===== src/rtl/brs_pkg.sv =====
// shared constants, types and helpers of the bilinear image resampler
package brs_pkg;

	// build-time sizes of the frame store and the weight precision
	localparam int MAX_SRC_WIDTH  = 512;
	localparam int MAX_SRC_HEIGHT = 512;
	localparam int MAX_PLANES     = 4;
	localparam int WEIGHT_BITS    = 8;

	// field and register widths
	localparam int SRC_CFG_W  = 10;
	localparam int DST_CFG_W  = 13;
	localparam int PC_W       = 3;
	localparam int PLANE_W    = 2;
	localparam int POS_W      = 12;
	localparam int SAMPLE_W   = 16;
	localparam int CFG_IDX_W  = 3;
	localparam int CFG_DATA_W = 13;
	localparam int DEST_LIMIT = 4096;

	// register indexes
	localparam logic [CFG_IDX_W-1:0] CFG_SRC_WIDTH  = 3'd0;
	localparam logic [CFG_IDX_W-1:0] CFG_SRC_HEIGHT = 3'd1;
	localparam logic [CFG_IDX_W-1:0] CFG_DST_WIDTH  = 3'd2;
	localparam logic [CFG_IDX_W-1:0] CFG_DST_HEIGHT = 3'd3;
	localparam logic [CFG_IDX_W-1:0] CFG_PLANES     = 3'd4;

	// largest source sizes the 10-bit registers can reach
	localparam int SRC_REG_MAX = (1 << SRC_CFG_W) - 1;
	localparam int SW_MAX = (MAX_SRC_WIDTH < SRC_REG_MAX) ? MAX_SRC_WIDTH : SRC_REG_MAX;
	localparam int SH_MAX = (MAX_SRC_HEIGHT < SRC_REG_MAX) ? MAX_SRC_HEIGHT : SRC_REG_MAX;
	localparam int AX_MAX = (SW_MAX > SH_MAX) ? SW_MAX : SH_MAX;

	// reset values, saturated to the build sizes
	localparam logic [SRC_CFG_W-1:0] SW_RESET = SRC_CFG_W'((512 < SW_MAX) ? 512 : SW_MAX);
	localparam logic [SRC_CFG_W-1:0] SH_RESET = SRC_CFG_W'((512 < SH_MAX) ? 512 : SH_MAX);
	localparam logic [DST_CFG_W-1:0] DW_RESET = DST_CFG_W'(512);
	localparam logic [DST_CFG_W-1:0] DH_RESET = DST_CFG_W'(512);
	localparam logic [PC_W-1:0] NP_RESET = PC_W'((3 < MAX_PLANES) ? 3 : MAX_PLANES);

	// axis mapping: position t, divisor 2*dst, quotient = index and weight bits
	localparam int IDX_W = $clog2(AX_MAX);
	localparam int T_W   = POS_W + 1 + SRC_CFG_W;
	localparam int DEN_W = DST_CFG_W + 1;
	localparam int Q_W   = IDX_W + WEIGHT_BITS;
	localparam int AX_LAT = Q_W + 3;

	// frame store banked by column and row parity
	localparam int XI_W = $clog2(SW_MAX);
	localparam int YI_W = $clog2(SH_MAX);
	localparam int XH_W = (XI_W > 1) ? XI_W - 1 : 1;
	localparam int YH_W = (YI_W > 1) ? YI_W - 1 : 1;
	localparam int ADDR_W = PLANE_W + YH_W + XH_W;
	localparam int BANK_DEPTH = 1 << ADDR_W;

	// blend widths
	localparam int TOP_W = SAMPLE_W + WEIGHT_BITS;
	localparam int ACC_W = SAMPLE_W + 2 * WEIGHT_BITS;

	// write into one bank
	typedef struct packed {
		logic                  vld;
		logic [1:0]            bank;
		logic [ADDR_W-1:0]     addr;
		logic [SAMPLE_W-1:0]   data;
	} wr_req_t;

	// control that travels beside the axis pipeline
	typedef struct packed {
		logic                  vld;
		logic                  rd;
		logic                  err;
		logic                  wr_ok;
		logic [PLANE_W-1:0]    plane;
		logic [1:0]            wbank;
		logic [ADDR_W-1:0]     waddr;
		logic [SAMPLE_W-1:0]   wdata;
	} ctl_t;

	// saturate a size into 1..hi
	function automatic logic [DST_CFG_W-1:0] clamp_size(input logic [DST_CFG_W-1:0] v,
			input logic [DST_CFG_W-1:0] hi);
		logic [DST_CFG_W-1:0] r;
		r = v;
		if (v == '0) r = DST_CFG_W'(1);
		else if (v > hi) r = hi;
		return r;
	endfunction

endpackage


===== src/rtl/brs_blend.sv =====
// two-stage bilinear blend: horizontal pair blends, then vertical blend
module brs_blend (
	input  logic                                clk,
	input  logic                                en,
	input  logic [brs_pkg::SAMPLE_W-1:0]        v00,
	input  logic [brs_pkg::SAMPLE_W-1:0]        v10,
	input  logic [brs_pkg::SAMPLE_W-1:0]        v01,
	input  logic [brs_pkg::SAMPLE_W-1:0]        v11,
	input  logic [brs_pkg::WEIGHT_BITS-1:0]     wx,
	input  logic [brs_pkg::WEIGHT_BITS-1:0]     wy,
	output logic [brs_pkg::ACC_W-1:0]           acc
);
	import brs_pkg::*;

	localparam logic [WEIGHT_BITS:0] ONE = (WEIGHT_BITS+1)'(1) << WEIGHT_BITS;

	logic [WEIGHT_BITS:0]   wxc;
	logic [WEIGHT_BITS:0]   wyc;
	logic [TOP_W-1:0]       top_s1;
	logic [TOP_W-1:0]       bot_s1;
	logic [WEIGHT_BITS-1:0] wy_s1;
	logic [ACC_W-1:0]       acc_s2;

	assign wxc = ONE - (WEIGHT_BITS+1)'(wx);
	assign wyc = ONE - (WEIGHT_BITS+1)'(wy_s1);

	// row blends
	always_ff @(posedge clk) begin
		if (en) begin
			top_s1 <= TOP_W'(TOP_W'(v00) * TOP_W'(wxc) + TOP_W'(v10) * TOP_W'(wx));
			bot_s1 <= TOP_W'(TOP_W'(v01) * TOP_W'(wxc) + TOP_W'(v11) * TOP_W'(wx));
			wy_s1  <= wy;
		end
	end

	// column blend
	always_ff @(posedge clk) begin
		if (en) acc_s2 <= ACC_W'(top_s1) * ACC_W'(wyc) + ACC_W'(bot_s1) * ACC_W'(wy_s1);
	end

	assign acc = acc_s2;

endmodule


===== config.mk =====
export PLATFORM = sky130hd
export DESIGN_NAME = brs_blend
export DESIGN_NICKNAME = d
export VERILOG_FILES = /design/src/rtl/brs_pkg.sv /design/src/rtl/brs_blend.sv
export SDC_FILE = /design/constraint.sdc
export NUM_CORES = 2
export LEC_CHECK = 0
export BUFFER_PORTS_ARGS = -buffer_cell sky130_fd_sc_hd__buf_4
export CAP_MARGIN = 10
export CELL_PAD_IN_SITES_DETAIL_PLACEMENT = 0
export CELL_PAD_IN_SITES_GLOBAL_PLACEMENT = 1
export CORE_MARGIN = 10
export CORE_UTILIZATION = 52
export DETAILED_ROUTE_END_ITERATION = 8
export HOLD_SLACK_MARGIN = 0.12
export PLACE_DENSITY_LB_ADDON = 0.1
export SKIP_CTS_REPAIR_TIMING = 1
export SLEW_MARGIN = 25
export SYNTH_ARGS = -nofsm -noshare
export SYNTH_HDL_FRONTEND = slang
export SYNTH_SLANG_ARGS = --single-unit

===== constraint.sdc =====
create_clock -name clk -period 8.2 [get_ports clk]
set_input_delay 0.41 -clock clk [delete_from_list [all_inputs] [get_ports clk]]
set_output_delay 0.41 -clock clk [all_outputs]
set_load 0.02 [all_outputs]

# After elaboration in Yosys (flattened, before gate mapping)
# Index checks and enable logic that the tools add are counted.
[op_classes] n_addsub=5 n_mul=6 div=0 magnitude_cmp=0 n_eq_ne=0 shift=0 n_mux=0 bitwise_logic=0 n_reduce_logical=0
[op_table] operator="adder 24 bit" count=2
[op_table] operator="multiplier 16 x 8 -> 24 bit" count=2
[op_table] operator="multiplier 16 x 9 -> 24 bit" count=2
[op_table] operator="adder 32 bit" count=1
[op_table] operator="multiplier 24 x 8 -> 32 bit" count=1
[op_table] operator="multiplier 24 x 9 -> 32 bit" count=1
[op_table] operator="subtractor 9 x 8 -> 9 bit (first input constant)" count=2
[word_totals] regBits=88 latchBits=0 mem_bits_rw=0 rom_bits=0 output_inout_bits=32 wordCells=15 mem_count=0

# Logic depth before layout (Yosys ltp)
[logic_depth] depth_word=3 ltp_mapped=29 depth_no_buf=28

# Least setup slack after synthesis
# Ideal clock, no wire load.
[synth_path] path_kind="input -> register" startpoint="input wx[3] (netlist bit)" endpoint="register bot_s1[23], data pin" setup_ns=0.260 arrival_time_ns=6.779 t_required_ns=7.940 slack_ns=1.161 cell_stages=26 cell_sequence="clkbuf_1 > nor2_1 > nand2_1 > or3_1 > nor3_1 > clkbuf_1 > nand2_1 > fa_1 > inv_1 > fa_1 > fa_1 > fa_1 > fa_1 > inv_1 > fa_1 > inv_1 > ha_1 > a21oi_1 > o211a_1 > nor3_1 > and2_1 > a311oi_2 > nor3_1 > a2111o_1 > o31ai_2 > xnor2_1"
[synth_via] elab_chain_len=3
[synth_rtl] item="from (decl)" line="brs_blend.sv:9" rtl="input logic [brs_pkg::WEIGHT_BITS-1:0] wx,"
[synth_rtl] item="subtractor 9 x 8 -> 9 bit" line="brs_blend.sv:24" rtl="assign wxc = ONE - (WEIGHT_BITS+1)'(wx);"
[synth_rtl] item="multiplier 16 x 9 -> 24 bit" line="brs_blend.sv:31" rtl="bot_s1 <= TOP_W'(TOP_W'(v01) * TOP_W'(wxc) + TOP_W'(v11) * TOP_W'(wx));"
[synth_rtl] item="adder 24 bit (*)" line="brs_blend.sv:31"
[synth_rtl] item="to (signal assigned)" line="brs_blend.sv:31"
[synth_rtl] item="to (decl)" line="brs_blend.sv:20" rtl="logic [TOP_W-1:0] bot_s1;"
# Every way passes the cells marked *; elsewhere a longest branch is shown, timed or not.
# A chain may end at the register's enable or synchronous reset.

# Worst setup path after layout
[layout_path] startpoint="register wy_s1[0]" endpoint="register acc_s2[30], in the netlist acc[30], data pin"
[layout_via] elab_chain_len=3
[layout_rtl] item="from (decl)" line="brs_blend.sv:21" rtl="logic [WEIGHT_BITS-1:0] wy_s1;"
[layout_rtl] item="from (signal assigned)" line="brs_blend.sv:32" rtl="wy_s1 <= wy;"
[layout_rtl] item="subtractor 9 x 8 -> 9 bit" line="brs_blend.sv:25" rtl="assign wyc = ONE - (WEIGHT_BITS+1)'(wy_s1);"
[layout_rtl] item="multiplier 24 x 9 -> 32 bit" line="brs_blend.sv:38" rtl="if (en) acc_s2 <= ACC_W'(top_s1) * ACC_W'(wyc) + ACC_W'(bot_s1) * ACC_W'(wy_s1);"
[layout_rtl] item="adder 32 bit (*)" line="brs_blend.sv:38"
[layout_rtl] item="to (signal assigned)" line="brs_blend.sv:38"
[layout_rtl] item="to (decl)" line="brs_blend.sv:22" rtl="logic [ACC_W-1:0] acc_s2;"
# Marked as above.

==> run metrics <==
DRC viols 0; final WL 80600 um; CTS tree built; gr usage total 0.228; Avg Synthesized Cell Area 9.14 um2; clock latency on the worst-skew pair between 300 and 400 ps; initial antenna violation count 1; buffer levels on the longest clock path 2; clk root buf clkbuf_16; Synth Register Bits 88; final HPWL from detailed placement approximately 67000 um; die width roughly 270 um; Worst Hold Class in2reg; RSZ-0062 raised after global routing no; setup TNS 0 ps; DR iter-0 viols 1096; H-tree levels 3; crit path capture type register; Final Critical Period ~7500 ps; crit-path max cell delay around 550 ps; Final Max Tran Viols 0; WP data arrival approximately 7700 ps; status completed; Final setup viols 0; Vias 22900; Reg clk slew, reported paths about 90 ps; critical path startpoint category register; share of cells above drive strength 1 0.0525; Final Wtd Congestion 0.881; cells after synthesis ~3600; period utilization 0.920; Starting Density 0.525; maxcap violations 0; largest net degree at the start of global routing 66; Max Fanout on Critical Path 49; Detailed Routing Iterations Pass 1 7; global-route wire length before repair approximately 140000 um; gr ovfl total 0; Setup CP Type reg2reg; Slowest-stage cell, CP fa_1; antenna-violating nets left 0; port bufs between 100 and 150; Routed WL per cell ~18 um; Hold Vio Cnt, Final 0; post-synth cell types 61; Setup Skew about 19 ps; # clock sinks 88; synth warn 0; asr flop ratio synth 0; Row Count slightly above 90; height of the die ~270 um; Slew @ Worst Pin 1010 ps; vias in the first global route approximately 25000; ys flop type edfxtp_1; core area around 63000 um2; post-synth net total approximately 4700; P&R area growth vs syn 6.21%; nets@finish roughly 4700; # IOs about 110; full die area approximately 74000 um2; register area share after synthesis 0.0800; Netlist Area Pre-Place 33000 um2; Inserted Clock Buffers 9; vias per inst between 5 and 6; slew margin rel. 0.325; fmax ~0.13 GHz; critical path required time 8350 ps; Worst path most repeated cell fa_1; Post-synth EDFFs 88
cell usage after synthesis, drive strengths merged (3+ instances only):
master   instances  area [um2]
clkbuf         121         454
a21o            20         150
o21ai           28         140
ha             238        2980
xnor2           63         552
edfxtp          88        2640
nor2            36         135
fa             783       15700
o31ai            5        47.5
a2111oi          4        60.1
nor4             3        18.8
inv           1019        3820
nand2b           5        31.3
a211oi          12         105
nand2          526        1970
nand3           14        80.1
nor3            23         115
a21oi           46         241
xor2            33         289
and2           459        2870
buf             18        67.6
or3              7        48.8
o21a            14         105
and3             4        25.0
o21bai          10        75.1
metrics by stage:
| stage | cell area [um2] | setup slack (ps) | hold slack (ps) | util | cells |
|---|---|---|---|---|---|
| 2_1_floorplan | 33000 | 1160 | 509 | - | 3615 |
| 3_3_place_gp | 34800 | 699 | 593 | 0.552 | 4471 |
| 3_5_place_dp | 34800 | 456 | 598 | 0.552 | 4471 |
| 4_1_cts | 35100 | 637 | 181 | 0.557 | 4487 |
| 5_1_grt | 35100 | 341 | 195 | 0.557 | 4487 |
| 6_report | 35100 | 660 | 205 | 0.557 | 4488 |
cells by family (layout without fill, tap and decap cells):
family	Yosys count	after routing	synth area share
simple gates	1087	1087	0.163
buf+inv	1158	1184	0.132
xor+xnor	96	96	0.0255
mux	1	1	0.000303
other cells	0	1	0
fa+ha+maj	1021	1021	0.565
compound gates	164	164	0.0355
flops	88	88	0.0800
worst max-delay path: cells and delay by family, from the launching register on:
family          cells  cell delay, ps
fa+ha+maj           7            3360
compound gates      7            1530
buf+inv             6             930
simple gates        3             890
flops               1             350
xor+xnor            2             230
path summary, 6_finish.rpt:
check / from / to / slack, ps / depth (start not counted)
setup / recovery: wy_s1[0] / acc[30] / 660 / 25
hold / removal: wy[7] / wy_s1[7] / 210 / 1
setup reg to reg: wy_s1[0] / acc[30] / 660 / 25
hold reg to reg: bot_s1[0] / acc[0] / 950 / 2
cells in the final DEF (no fill, tap or decap), types with 3 or more instances in the layout:
master and instances:
a211oi_1 9, a211oi_2 3, a21o_1 20, a21oi_1 43
a21oi_2 3, and2_1 459, and3_1 4, buf_4 148
clkbuf_16 9, edfxtp_1 88, fa_1 783, ha_1 238
inv_1 1019, nand2_1 526, nand2b_1 5, nand3_1 12
nor2_1 36, nor3_1 21, nor4_1 3, o21a_1 14
o21ai_0 16, o21ai_1 12, o21bai_1 10, o31ai_1 3
or3_1 6, xnor2_1 59, xnor2_2 4, xor2_1 31
sequential cells by signal, summed over array words and instances (netlist names):
name	cells
top_s1	24
acc	32
wy_s1	8
bot_s1	24
cell type report:
type	count	area, um2
Tap cell	846	1060
Clock inverter	7	101
Clock buffer	9	225
Timing Repair Buffer	149	1130
Inverter	1019	3820
Antenna cell	1	2.50
Fill cell	5809	27900
Multi-Input combinational cell	2369	26100
Sequential cell	88	2640
routing by layer:
layer,share of wire,GRT usage
met5,0.00016,0
met3,0.053,0.0242
met4,0.023,0.0637
met2,0.48,0.385
met1,0.44,0.309
Power is left out: the tool's default activity adds up to more than one toggle a clock period on the data nets, which glitch-free logic cannot reach.
