--- src/rtl/brs_pkg.sv ---
// shared constants, types and helpers of the bilinear image resampler
package brs_pkg;

	// build-time sizes of the frame store and the weight precision
	localparam int MAX_SRC_WIDTH  = 512;
	localparam int MAX_SRC_HEIGHT = 512;
	localparam int MAX_PLANES     = 4;
	localparam int WEIGHT_BITS    = 8;

	// field and register widths
	localparam int SRC_CFG_W  = 10;
	localparam int DST_CFG_W  = 13;
	localparam int PC_W       = 3;
	localparam int PLANE_W    = 2;
	localparam int POS_W      = 12;
	localparam int SAMPLE_W   = 16;
	localparam int CFG_IDX_W  = 3;
	localparam int CFG_DATA_W = 13;
	localparam int DEST_LIMIT = 4096;

	// register indexes
	localparam logic [CFG_IDX_W-1:0] CFG_SRC_WIDTH  = 3'd0;
	localparam logic [CFG_IDX_W-1:0] CFG_SRC_HEIGHT = 3'd1;
	localparam logic [CFG_IDX_W-1:0] CFG_DST_WIDTH  = 3'd2;
	localparam logic [CFG_IDX_W-1:0] CFG_DST_HEIGHT = 3'd3;
	localparam logic [CFG_IDX_W-1:0] CFG_PLANES     = 3'd4;

	// largest source sizes the 10-bit registers can reach
	localparam int SRC_REG_MAX = (1 << SRC_CFG_W) - 1;
	localparam int SW_MAX = (MAX_SRC_WIDTH < SRC_REG_MAX) ? MAX_SRC_WIDTH : SRC_REG_MAX;
	localparam int SH_MAX = (MAX_SRC_HEIGHT < SRC_REG_MAX) ? MAX_SRC_HEIGHT : SRC_REG_MAX;
	localparam int AX_MAX = (SW_MAX > SH_MAX) ? SW_MAX : SH_MAX;

	// reset values, saturated to the build sizes
	localparam logic [SRC_CFG_W-1:0] SW_RESET = SRC_CFG_W'((512 < SW_MAX) ? 512 : SW_MAX);
	localparam logic [SRC_CFG_W-1:0] SH_RESET = SRC_CFG_W'((512 < SH_MAX) ? 512 : SH_MAX);
	localparam logic [DST_CFG_W-1:0] DW_RESET = DST_CFG_W'(512);
	localparam logic [DST_CFG_W-1:0] DH_RESET = DST_CFG_W'(512);
	localparam logic [PC_W-1:0] NP_RESET = PC_W'((3 < MAX_PLANES) ? 3 : MAX_PLANES);

	// axis mapping: position t, divisor 2*dst, quotient = index and weight bits
	localparam int IDX_W = $clog2(AX_MAX);
	localparam int T_W   = POS_W + 1 + SRC_CFG_W;
	localparam int DEN_W = DST_CFG_W + 1;
	localparam int Q_W   = IDX_W + WEIGHT_BITS;
	localparam int AX_LAT = Q_W + 3;

	// frame store banked by column and row parity
	localparam int XI_W = $clog2(SW_MAX);
	localparam int YI_W = $clog2(SH_MAX);
	localparam int XH_W = (XI_W > 1) ? XI_W - 1 : 1;
	localparam int YH_W = (YI_W > 1) ? YI_W - 1 : 1;
	localparam int ADDR_W = PLANE_W + YH_W + XH_W;
	localparam int BANK_DEPTH = 1 << ADDR_W;

	// blend widths
	localparam int TOP_W = SAMPLE_W + WEIGHT_BITS;
	localparam int ACC_W = SAMPLE_W + 2 * WEIGHT_BITS;

	// write into one bank
	typedef struct packed {
		logic                  vld;
		logic [1:0]            bank;
		logic [ADDR_W-1:0]     addr;
		logic [SAMPLE_W-1:0]   data;
	} wr_req_t;

	// control that travels beside the axis pipeline
	typedef struct packed {
		logic                  vld;
		logic                  rd;
		logic                  err;
		logic                  wr_ok;
		logic [PLANE_W-1:0]    plane;
		logic [1:0]            wbank;
		logic [ADDR_W-1:0]     waddr;
		logic [SAMPLE_W-1:0]   wdata;
	} ctl_t;

	// saturate a size into 1..hi
	function automatic logic [DST_CFG_W-1:0] clamp_size(input logic [DST_CFG_W-1:0] v,
			input logic [DST_CFG_W-1:0] hi);
		logic [DST_CFG_W-1:0] r;
		r = v;
		if (v == '0) r = DST_CFG_W'(1);
		else if (v > hi) r = hi;
		return r;
	endfunction

endpackage

--- src/rtl/brs_axis.sv ---
// one axis: source position, bit-per-stage division, clamped neighbour indices
module brs_axis (
	input  logic                           clk,
	input  logic                           en,
	input  logic [brs_pkg::POS_W-1:0]      d,
	input  logic [brs_pkg::SRC_CFG_W-1:0]  src_size,
	input  logic [brs_pkg::DST_CFG_W-1:0]  dst_size,
	output logic [brs_pkg::IDX_W-1:0]      idx0,
	output logic [brs_pkg::IDX_W-1:0]      idx1,
	output logic [brs_pkg::WEIGHT_BITS-1:0] weight
);
	import brs_pkg::*;

	logic [T_W-1:0]         prod_s1;
	logic [T_W:0]           t_full;
	logic [T_W-1:0]         t_hi;
	logic [DEN_W-1:0]       den;
	logic [DEN_W-1:0]       div_rem_s [Q_W+1];
	logic [Q_W-1:0]         div_qn_s [Q_W+1];
	logic                   div_neg_s [Q_W+1];
	logic [DEN_W-1:0]       rem_nx [Q_W];
	logic [Q_W-1:0]         qn_nx [Q_W];
	logic [IDX_W-1:0]       q;
	logic [SRC_CFG_W-1:0]   lim;
	logic [SRC_CFG_W:0]     q_e;
	logic [SRC_CFG_W:0]     q1_e;
	logic [SRC_CFG_W:0]     lim_e;
	logic [IDX_W-1:0]       idx0_s3;
	logic [IDX_W-1:0]       idx1_s3;
	logic [WEIGHT_BITS-1:0] weight_s3;

	// (2d+1) * src
	always_ff @(posedge clk) begin
		if (en) prod_s1 <= T_W'({d, 1'b1}) * T_W'(src_size);
	end

	// t = (2d+1)*src - dst, divisor 2*dst
	assign t_full = {1'b0, prod_s1} - (T_W+1)'(dst_size);
	assign t_hi   = t_full[T_W-1:0] >> IDX_W;
	assign den    = {dst_size, 1'b0};

	// one quotient bit per stage, numerator bits shift out as quotient bits shift in
	always_comb begin
		for (int k = 0; k < Q_W; k++) begin
			logic [DEN_W:0] trial;
			trial = {div_rem_s[k], div_qn_s[k][Q_W-1]};
			if (trial >= {1'b0, den}) begin
				rem_nx[k] = DEN_W'(trial - {1'b0, den});
				qn_nx[k]  = {div_qn_s[k][Q_W-2:0], 1'b1};
			end else begin
				rem_nx[k] = trial[DEN_W-1:0];
				qn_nx[k]  = {div_qn_s[k][Q_W-2:0], 1'b0};
			end
		end
	end

	always_ff @(posedge clk) begin
		if (en) begin
			div_rem_s[0] <= t_hi[DEN_W-1:0];
			div_qn_s[0]  <= {t_full[IDX_W-1:0], {WEIGHT_BITS{1'b0}}};
			div_neg_s[0] <= t_full[T_W];
			for (int k = 0; k < Q_W; k++) begin
				div_rem_s[k+1] <= rem_nx[k];
				div_qn_s[k+1]  <= qn_nx[k];
				div_neg_s[k+1] <= div_neg_s[k];
			end
		end
	end

	// clamp to the source image, negative positions pin to index 0
	assign q     = div_qn_s[Q_W][Q_W-1:WEIGHT_BITS];
	assign lim   = src_size - SRC_CFG_W'(1);
	assign q_e   = (SRC_CFG_W+1)'(q);
	assign q1_e  = q_e + (SRC_CFG_W+1)'(1);
	assign lim_e = {1'b0, lim};

	always_ff @(posedge clk) begin
		if (en) begin
			if (div_neg_s[Q_W]) begin
				idx0_s3   <= '0;
				idx1_s3   <= '0;
				weight_s3 <= '0;
			end else begin
				idx0_s3   <= (q_e > lim_e) ? IDX_W'(lim) : q;
				idx1_s3   <= (q1_e > lim_e) ? IDX_W'(lim) : IDX_W'(q1_e);
				weight_s3 <= div_qn_s[Q_W][WEIGHT_BITS-1:0];
			end
		end
	end

	assign idx0   = idx0_s3;
	assign idx1   = idx1_s3;
	assign weight = weight_s3;

endmodule

--- config.mk ---
export PLATFORM = sky130hd
export DESIGN_NAME = brs_axis
export DESIGN_NICKNAME = d
export VERILOG_FILES = /design/src/rtl/brs_pkg.sv /design/src/rtl/brs_axis.sv
export SDC_FILE = /design/constraint.sdc
export NUM_CORES = 1
export LEC_CHECK = 0
export ABC_AREA = 1
export BUFFER_PORTS_ARGS = -buffer_cell sky130_fd_sc_hd__buf_2
export CAP_MARGIN = 15
export CORE_UTILIZATION = 26
export CTS_CLUSTER_SIZE = 25
export DETAILED_ROUTE_END_ITERATION = 8
export PLACE_DENSITY = 0.5
export SKIP_LAST_GASP = 1
export SYNTH_ARGS = -nofsm -noshare
export SYNTH_HDL_FRONTEND = slang
export SYNTH_SLANG_ARGS = --single-unit
--- constraint.sdc ---
create_clock -name clk -period 6.7 [get_ports clk]
set_clock_uncertainty 0.2 [all_clocks]
set_input_delay 1.34 -clock clk [delete_from_list [all_inputs] [get_ports clk]]
set_output_delay 1.34 -clock clk [all_outputs]
set_load 0.005 [all_outputs]
# Yosys cells after proc, flatten, opt, wreduce, memory -nomap -nowiden

Memory sizes are Yosys's and may differ from the RTL's.
Cells that the tools add are included.

Input port bits: 37
Memories kept: 3
Output and inout port bits: 26
Word-level logic and storage cells: 85
RAM bits: 576
Bits in registers: 49

Order comparisons: 19
Muxes and demuxes: 38
$mul: 1
Add/subtract/negate cells: 20

Memory list:

| memory    | words | bits a word | rd ports | clocked after memory_dff | write ports | line           | text |
|---|---|---|---|---|---|---|---|
| div_qn_s  | 18    | 17          | 18       | 0                        | 18          | brs_axis.sv:19 | `logic [Q_W-1:0] div_qn_s [Q_W+1];` |
| div_rem_s | 18    | 14          | 17       | 0                        | 18          | brs_axis.sv:18 | `logic [DEN_W-1:0] div_rem_s [Q_W+1];` |
| div_neg_s | 18    | 1           | 18       | 0                        | 18          | brs_axis.sv:20 | `logic div_neg_s [Q_W+1];` |

Operator list:

| cell                    | number |
|---|---|
| $ge A15 B14 Y1          | 17 |
| $mux W14                | 17 |
| $sub A14 B14 Y14        | 17 |
| $sub A23 B13 Y24        | 1 |
| $mul A13 B10 Y23        | 1 |
| $mux W1                 | 19 |
| $mux W9                 | 2 |
| $add A9 B1 Y10 const B  | 1 |
| $gt A10 B10 Y1          | 1 |
| $gt A9 B10 Y1           | 1 |
| $sub A10 B1 Y10 const B | 1 |

# Depth between registers and ports, before layout

Gate-level depths: netlist of run 1.
An unclocked memory read counts as a cell.

Depth after elaboration: 4
Depth in mapped cells: 22
Mapped depth without buffers: 20

# Worst setup path before layout of run 1

Ideal clock, no wire load.

Path type: input port to flip-flop
Start point: in src_size[5] in the netlist's numbering
End point: reg prod_s1[16] (data pin)
Cell stages on the path: 18
Required time: 6.235 ns
Slack: 0.642 ns
Data arrival time: 5.593 ns
Setup time: 0.265 ns
Path buffers: 2
Cell sequence: clkbuf_1 clkbuf_1 nand2_1 inv_1 fa_1 fa_1 fa_1 fa_1 inv_1 fa_1 inv_1 ha_1 a21o_1 a31oi_1 nor2_1 nor2_1 o21ai_0 xor2_1

Cells in the longest elaborated chain, start to end: 1

RTL lines:

| item                   | line           | text |
|---|---|---|
| start: declaration     | brs_axis.sv:6  | `input logic [brs_pkg::SRC_CFG_W-1:0] src_size,` |
| $mul A13 B10 Y23       | brs_axis.sv:34 | `if (en) prod_s1 <= T_W'({d, 1'b1}) * T_W'(src_size);` |
| end signal: assignment | brs_axis.sv:34 |  |
| end: declaration       | brs_axis.sv:14 | `logic [T_W-1:0] prod_s1;` |

No other way between the ends.
A chain may end at the register's enable or synchronous reset.

# Worst setup path after layout of run 1

Start point: in src_size[3] in the netlist's numbering
End point: reg prod_s1[21] (data pin)

Same word-level chain as after synthesis.

==> metrics.csv, run 1 <==
metric;value;unit
sequential share of power;30.6;%
Final Cycle Share;83.6;%
peak supply drop;0.240;mV
share of total power in the clock network;18.0;%
Slew Limit Fails;0;
aggregate global routing overflow;0;
Worst Setup Start Kind;input port;
Seq/Total Area, Yosys;42.7;%
Site Rows;134;
Synth Area in Compound Gates;9.55;%
Hold Buf Count CTS;0;
Hold Path Stages;0;
power per cell area;462;nW/um^2
Vias;25800;
minimum clock period;5600;ps
Yosys top cell by area;edfxtp_1;
die height;368;um
Initial Util;26.2;%
drt via density;4.50;
Tot Pwr;18.2;mW
Cell variety after synth;51;
Total Neg Setup Slack;0;ps
CTS tree;built;
final std cell area, no fill;39300;um^2
WS Path Type;input port to flip-flop;
area grow syn2layout;12.6;%
Post-synth EDFFs;496;
largest family of logic cells by synthesized area;simple AND/OR/NAND/NOR gates;
Cells after Synth;3827;
Final Core Density;29.5;%
ratio of cells with drive above 1 in the final layout;6.79;%
WL/cell;14.8;um
combined area of the multi-input logic cells;17400;um^2
die area;136000;um^2
# DRC;0;
R2R cell count;17;
critical path, cell by cell;buf_2 -> nand2_1 -> fa_1 -> inv_1 -> fa_1 -> inv_1 -> fa_1 -> inv_1 -> fa_1 -> inv_1 -> fa_1 -> inv_1 -> ha_1 -> a21oi_1 -> o21ai_0 -> nand2_1 -> nand2_1 -> nand2_1 -> nand3_1 -> xor2_1;
Mapped Avg Cell Area;9.12;um^2
Fin. Hold Viols;0;
Internal;10.4;mW
clock sinks;496;
share of Yosys cell area claimed by the top area cell type;42.7;%
first-pass GRT wire length;135;mm
P_leak;17.9;nW
slowest stage cell on the critical path;fa_1;
Placed Area;37300;um^2
fillers;14100;
Worst Hold Class;flip-flop to flip-flop;
Max Buffers Root-to-Sink;3;
end of the worst register-to-register path;idx1[8];
Comb pwr share;51.4;%
Arrival @ worst endpoint;5820;ps
CTS H-tree lvls;2;
Post-CTS Setup Repair Bufs;0;
Synth Area in XOR/XNOR;4.69;%
WHS Endpoint;div_qn_s[6][2];
Simple-Gate Fraction of Synth Area;18.5;%
CP max stage delay;550;ps
vias in the first global route;24900;
Synth Flop Type;edfxtp_1;
R2R setup slack;2980;ps
Slew HR;23.0;%
Post-Syn Area;34900;um^2
Net Sw Frac;43.0;%
Async SR Flop Fraction;0;%
RR Startpoint;div_qn_s[17][8];
largest net degree at the start of global routing;95;
RD Place Congestion;0.845;
Worst setup EP type;flip-flop;
CTS Buf Count;60;
Routed Antenna Nets;0;
Worst Tran Pin Value;1150;ps
hold wc startpoint;div_qn_s[5][1];
io pins;63;
core footprint;133000;um^2
Tot GR Track Use;12.4;%
Crit Path Max Fanout;16;
synth warn;0;
setup violators final;0;
DRT Pass-1 Iters;7;
RSZ-0062 raised after global routing;false;
Final nets;4364;
CP required;6920;ps
register area;14900;um^2
flops & latches, synth;496;
outcome;finished, final reports clean;
die width;368;um
hpwl dp;63.0;mm
hold_ws;183;ps
Clock Pin Slew Worst Setup and Hold Paths;60;ps
Switch Pwr;7.81;mW
Syn Nets;4279;
Root Buffer;clkbuf_16;
Synth Area in Adders;17.1;%
multiplexer share of the synthesized area;0;%
Area contributors post-synth;edfxtp_1 43%, ha_1 11%, nand2_1 8.4%, inv_1 6.2%, fa_1 5.9%;
# resized after CTS;0;
Max Cap Viol;0;
number of antenna violations at the first check in global routing;0;
IO Port Bufs;62;
Skew-Pair Late Insertion Delay;670;ps
Post-Route WL;84.7;mm
Iter 0 DRT Violations;1559;
Fmax;178;MHz
## through the flow
stage                     setup WS, ps  cells
after floorplan                    642   3827
after global placement             449   5617
after detailed placement           405   5618
after CTS                         1140   5732
after global routing               821   5732
final                             1100   5733
## power by group through the flow
stage                     clock [mW]  sequential [mW]  combinational [mW]
after floorplan                    0             5.34                7.40
after global placement             0             5.63                9.31
after detailed placement           0             5.63                9.32
after CTS                       3.40             5.58                9.38
after global routing            3.51             5.66                10.7
final                           3.27             5.55                9.34
## layout by cell type (no fill, tap or decap), drive strengths merged, types with 6 or more instances in the layout
cell,n
and2,10
inv,601
nor2,263
o21a,10
a21boi,21
o21bai,18
clkinv,37
nand3b,28
or2,13
o211ai,8
a31oi,17
xnor2,69
fa,103
a21oi,227
ha,312
clkinvlp,8
nand2,782
xor2,116
nand3,207
clkbuf,66
buf,85
o21ai,265
bufinv,6
edfxtp,496
a21o,28
nand4,112
nor3,45
## worst max-delay path, delay by kind of cell
family          cells  cell delay (ps)
xor+xnor            1              150
buf+inv             6              550
fa+ha+maj           6             2910
compound gates      2              440
simple gates        5              420
## state kept, by name (all words and copies together) (netlist names)
| name | count |
|---|---|
| idx1 | 9 |
| weight | 8 |
| prod_s1 | 23 |
| div_neg_s | 18 |
| div_qn_s | 198 |
| idx0 | 9 |
| div_rem_s | 231 |
## final cells by class
| type | instances | share of cell area, % |
|---|---|---|
| tap | 1768 | 5.62 |
| timing repair buffer | 85 | 1.41 |
| clock inverter | 48 | 1.20 |
| clock buffer | 66 | 3.88 |
| antenna | 1 | 0.00636 |
| multi-input combinational | 2665 | 44.2 |
| inverter | 604 | 5.76 |
| sequential | 496 | 37.9 |
## logic make-up after synthesis
kind of cell	Yosys count
simple gates	1465
buf+inv	666
compound gates	600
flops	496
fa+ha+maj	415
xor+xnor	185
## how the worst max path moves through the flow
| stage | start | endpoint | slack [ps] | cells past startpoint |
|---|---|---|---|---|
| after global placement | src_size[3] | prod_s1[16] | 450 | 17 |
| after CTS | src_size[2] | prod_s1[21] | 1140 | 20 |
| after floorplan | src_size[5] | prod_s1[16] | 640 | 18 |
| after global routing | src_size[2] | prod_s1[13] | 820 | 19 |
| final | src_size[3] | prod_s1[21] | 1100 | 20 |
| after detailed placement | src_size[2] | prod_s1[21] | 400 | 20 |
## routing by layer
layer	vias up	global-route usage (%)	part of all wire (%)	routed length, um
met5	-	0	0	0
met4	0	3.65	2.3	1970
met3	105	1.63	3.6	3090
met2	395	20.7	47	39800
met1	12200	16.6	47	39900
li1	13100	-	-	-
## synth_stat cells, drive strengths merged (8+ instances only)
| master | count |
|---|---|
| a21boi | 21 |
| a21o | 28 |
| a21oi | 227 |
| a31oi | 17 |
| and2 | 10 |
| buf | 37 |
| clkbuf | 25 |
| edfxtp | 496 |
| fa | 103 |
| ha | 312 |
| inv | 602 |
| nand2 | 782 |
| nand3 | 207 |
| nand3b | 28 |
| nand4 | 112 |
| nor2 | 263 |
| nor3 | 45 |
| o211ai | 8 |
| o21a | 10 |
| o21ai | 265 |
| o21bai | 18 |
| or2 | 13 |
| xnor2 | 69 |
| xor2 | 116 |
No activity file was read; power rests on OpenSTA's default activity.
==> inputs of run 2 (changes only) <==
PLACE_DENSITY = 0.51   (was 0.5)
clock period = 4.97 ns   (was 6.7 ns; I/O delays follow)
==> run 2 against run 1 <==
Effect of this change: via count up 0.76%; total power increased by 42%; die area unchanged; clock-buffer cell count down 4; hold slack improved by 25 ps; clock power is 40% higher; combinational power up 48%; non-clock buffer count is 95 higher; critical path depth decreased by 3; setup slack got worse by 990 ps; wire length down 2.1%; flip-flop and latch count unchanged; highest routed layer unchanged.
==> metrics.csv, run 2 (same netlist as run 1, synthesis figures left out) <==
metric;value;unit
Slew HR;36.6;%
ratio of cells with drive above 1 in the final layout;10.1;%
Iter 0 DRT Violations;1470;
core footprint;133000;um^2
die height;368;um
P_leak;18.4;nW
CTS H-tree lvls;2;
Root Buffer;clkbuf_16;
Tot Pwr;25.8;mW
final setup margin;106;ps
RSZ-0062 raised after global routing;true;
first-pass GRT wire length;134;mm
biggest regs;div_rem_s x231, div_qn_s x198, prod_s1 x23;
max FFs per register;231;
Place WS;-607;ps
WS Path Type;input port to flip-flop;
Slew Limit Fails;0;
die width;368;um
Max Buffers Root-to-Sink;3;
Top reg by flops;div_rem_s;
drt via density;4.47;
Hold Buf Count CTS;0;
most frequent cells in the layout;768 x nand2_1, 575 x inv_1, 496 x edfxtp_1;
setup violators final;0;
Arrival @ worst endpoint;5050;ps
Worst Setup Start Kind;input port;
Max Cap Viol;0;
clock sinks;496;
io pins;63;
Clock Pin Slew Worst Setup and Hold Paths;60;ps
Crit Path Max Fanout;6;
Skew-Pair Late Insertion Delay;640;ps
Fmax;206;MHz
Worst Tran Pin Value;952;ps
commonest non-fill, non-tap cell in the layout;nand2_1;
CP required;5160;ps
CP max stage delay;550;ps
Cell Count Post-Placement;5713;
Worst Hold Class;flip-flop to flip-flop;
Initial Util;26.2;%
largest net degree at the start of global routing;99;
Post-CTS Setup Repair Bufs;0;
hpwl dp;61.3;mm
Fin. Hold Viols;0;
Post-Route WL;82.9;mm
Total Neg Setup Slack;0;ps
outcome;finished, final reports clean;
slowest stage cell on the critical path;fa_1;
CTS Buf Count;58;
aggregate global routing overflow;0;
WL/cell;14.2;um
RD Place Congestion;0.853;
Worst setup EP type;flip-flop;
IO Port Bufs;62;
Final Core Density;30.3;%
die area;136000;um^2
DRT Pass-1 Iters;7;
# DRC;0;
number of antenna violations at the first check in global routing;1;
Vias;26000;
# diodes;0;
CP most frequent cell;fa_1;
Tot GR Track Use;12.1;%
Routed Antenna Nets;0;
Final nets;4457;
CTS tree;built;
minimum clock period;4860;ps
vias in the first global route;25200;
# resized after CTS;0;
critical path, cell by cell;clkbuf_4 -> buf_4 -> nand2_1 -> inv_1 -> fa_1 -> inv_1 -> fa_1 -> inv_1 -> fa_1 -> fa_1 -> ha_1 -> ha_1 -> a21oi_2 -> o21ai_0 -> a21oi_1 -> nand3_1 -> xor2_1;
Finished Layout Cells;5821;
power per cell area;639;nW/um^2
peak supply drop;0.357;mV
Site Rows;134;
Final Cycle Share;97.9;%
area grow syn2layout;15.7;%
[run 2: changes by cell type in the layout (fill, tap and decap cells not counted), sizes merged]
| cell | before | now |
|---|---|---|
| buf | 85 | 174 |
| bufinv | 6 | 12 |
| clkbuf | 66 | 68 |
| clkinv | 37 | 26 |
| clkinvlp | 8 | 7 |
| diode | 1 | 0 |
| inv | 601 | 605 |
[run 2: metal layers]
metal / wire length (um) / share of wire [%] / global-route usage, %
met1: 39600 / 48 / 16.7
met3: 2900 / 3.5 / 1.38
met5: 0 / 0 / 0
met4: 1730 / 2.1 / 2.99
met2: 38700 / 47 / 20.3
[run 2: final cells by class]
cell class / instances / area (um^2)
Clock inverter: 46 / 589
Fill cell: 14000 / 92900
Multi-Input combinational cell: 2665 / 17600
Timing Repair Buffer: 180 / 1310
Inverter: 604 / 2270
Sequential cell: 496 / 14900
Tap cell: 1768 / 2210
Clock buffer: 62 / 1470
[run 2: worst paths after layout]
check / depth (start not counted) / slack [ps] / end / start
min reg2reg: 0 / 210 / div_qn_s[3][1] / div_qn_s[2][0]
min: 0 / 210 / div_qn_s[3][1] / div_qn_s[2][0]
max reg2reg: 17 / 1240 / idx1[8] / div_qn_s[17][8]
max: 17 / 110 / prod_s1[20] / src_size[8]
[run 2: report_power, final]
group | switching [mW] | internal [mW]
Combinational | 8.21 | 5.55
Clock | 1.81 | 2.77
Sequential | 0.766 | 6.71
Total | 10.8 | 15.0
[run 2: per-stage QoR]
step / hold WS, ps / instance area [um^2]
6_report: 208 / 40400
3_5_place_dp: 205 / 38300
4_1_cts: 201 / 40300
2_1_floorplan: 200 / 35300
3_3_place_gp: 201 / 38300
5_1_grt: 202 / 40400
[run 2: critical path, delay by kind of cell]
| family | cells | cell delay [ps] |
|---|---|---|
| AO/OA/AOI/OAI | 3 | 550 |
| XOR/XNOR | 1 | 150 |
| adder cells (fa/ha/maj) | 6 | 2700 |
| buffers and inverters | 5 | 500 |
| AND/OR/NAND/NOR | 2 | 170 |
==> inputs of run 3 (changes only) <==
CORE_MARGIN = 3   (was not set)
==> run 3 against run 2 <==
Effect of this change: die area grew 2.2%; sequential share of layout area grew 0.097 points; flip-flop and latch count is the same; critical path depth grew 2; wire length is essentially flat; combinational power is essentially flat; total power shrank 1.3%; largest cell class unchanged; setup slack gained 27 ps; clock power shrank 3%; clock-buffer cell count grew 5; critical path type unchanged; hold slack lost 1.2 ps; maximum frequency grew 0.57%.
==> metrics.csv, run 3 (same netlist as run 1, synthesis figures left out) <==
metric;value;unit
outcome;finished, final reports clean;
Tot Pwr;25.5;mW
Iter 0 DRT Violations;1422;
Initial Util;26.4;%
CTS H-tree lvls;2;
minimum clock period;4840;ps
first-pass GRT wire length;132;mm
Final nets;4443;
aggregate global routing overflow;0;
core footprint;132000;um^2
CP top delay family;adder cells;
Max Buffers Root-to-Sink;3;
WS Path Type;input port to flip-flop;
drt via density;4.47;
CTS Buf Count;60;
Worst Hold Class;flip-flop to flip-flop;
max FFs per register;231;
Arrival @ worst endpoint;5030;ps
Fmax;207;MHz
biggest regs;div_rem_s x231, div_qn_s x198, prod_s1 x23;
Clock Pin Slew Worst Setup and Hold Paths;60;ps
io pins;63;
critical path, cell by cell;clkbuf_4 -> buf_4 -> nand2_1 -> fa_1 -> inv_1 -> fa_1 -> ha_1 -> fa_1 -> inv_1 -> fa_1 -> inv_1 -> ha_4 -> nand2_1 -> o21ai_2 -> nor2_2 -> o21ai_1 -> nand2_1 -> nand3_1 -> nand2_1;
CP max stage delay;540;ps
Worst path depth;19;
Post-Route WL;83.0;mm
RD Place Congestion;0.867;
Tot GR Track Use;11.8;%
power per cell area;632;nW/um^2
largest net degree at the start of global routing;87;
Root Buffer;clkbuf_16;
CP required;5160;ps
die width;372;um
DRT Pass-1 Iters;6;
Worst setup EP type;flip-flop;
Internal;14.7;mW
Slew HR;42.3;%
Worst Setup Start Kind;input port;
commonest non-fill, non-tap cell in the layout;nand2_1;
most frequent cells in the layout;769 x nand2_1, 575 x inv_1, 496 x edfxtp_1;
Switch Pwr;10.7;mW
ratio of cells with drive above 1 in the final layout;9.82;%
IO Port Bufs;62;
Vias;25900;
setup violators final;0;
hpwl dp;62.0;mm
Max Cap Viol;0;
Net Sw Frac;42.2;%
WL/cell;14.3;um
Top reg by flops;div_rem_s;
CP Buf/Inv Count;5;
Site Rows;133;
clock sinks;496;
Worst Tran Pin Value;865;ps
CTS tree;built;
number of antenna violations at the first check in global routing;0;
vias in the first global route;24700;
R2R cell count;17;
Crit Path Max Fanout;9;
area grow syn2layout;15.4;%
Fin. Hold Viols;0;
P_leak;18.3;nW
sequential share of power;29.3;%
Skew-Pair Late Insertion Delay;650;ps
hold_ws;207;ps
Routed Antenna Nets;0;
share of total power in the clock network;17.4;%
Finished Layout Cells;5796;
die area;139000;um^2
slowest stage cell on the critical path;fa_1;
die height;372;um
# DRC;0;
Hold Path Stages;0;
Comb pwr share;53.3;%
Slew Limit Fails;0;
peak supply drop;0.323;mV
Cell Count Post-Placement;5684;
RSZ-0062 raised after global routing;true;
Final Cycle Share;97.3;%
# diodes;0;
[run 3: path summary, 6_finish.rpt]
kind	start	slack, ps	end
hold reg to reg	div_neg_s[5]	210	div_neg_s[6]
hold / removal	div_neg_s[5]	210	div_neg_s[6]
setup / recovery	src_size[2]	130	prod_s1[17]
setup reg to reg	div_qn_s[17][8]	1350	idx1[8]
[run 3: routing by layer]
layer  track usage [%]  vias up  routed length (um)
li1                  -    13300                   -
met1              16.0    12100               38800
met2              19.6      393               38900
met3              1.55      114                3380
met4              3.04        0                1920
met5                 0        -                   0
[run 3: power by group through the flow]
stage	combinational (mW)	clock (mW)	sequential (mW)
final	13.6	4.42	7.47
after global routing	15.6	4.74	7.60
after global placement	13.5	0	7.57
after CTS	13.6	4.59	7.49
after floorplan	10.4	0	7.19
after detailed placement	13.5	0	7.56
[run 3: what timing repair did]
item / in CTS / in global routing
gates resized for setup: 0 / 16
hold buffers: 0 / 0
endpoints found under the hold margin: 0 / 0
setup endpoints to repair: 0 / 12
setup buffers: 0 / 0
[run 3: cell type report]
class	count	area (um^2)
multi-input cells	2665	17600
flip-flops and latches	496	14900
inverters	604	2270
well taps	1755	2200
repair buffers	164	1270
fillers	14000	92200
clock buffers	67	1550
clock inverters	45	464
[run 3: through the flow]
stage               setup TNS, ps  setup WS (ps)  utilization (%)  area [um^2]
detailed placement          -9080           -634             28.8        38200
global route                -39.1          -28.1             30.4        40300
finish                          0            133             30.4        40300
CTS                             0           78.5             30.4        40200
global placement            -8270           -569             28.8        38200
floorplan                   -2840           -280                -        35300
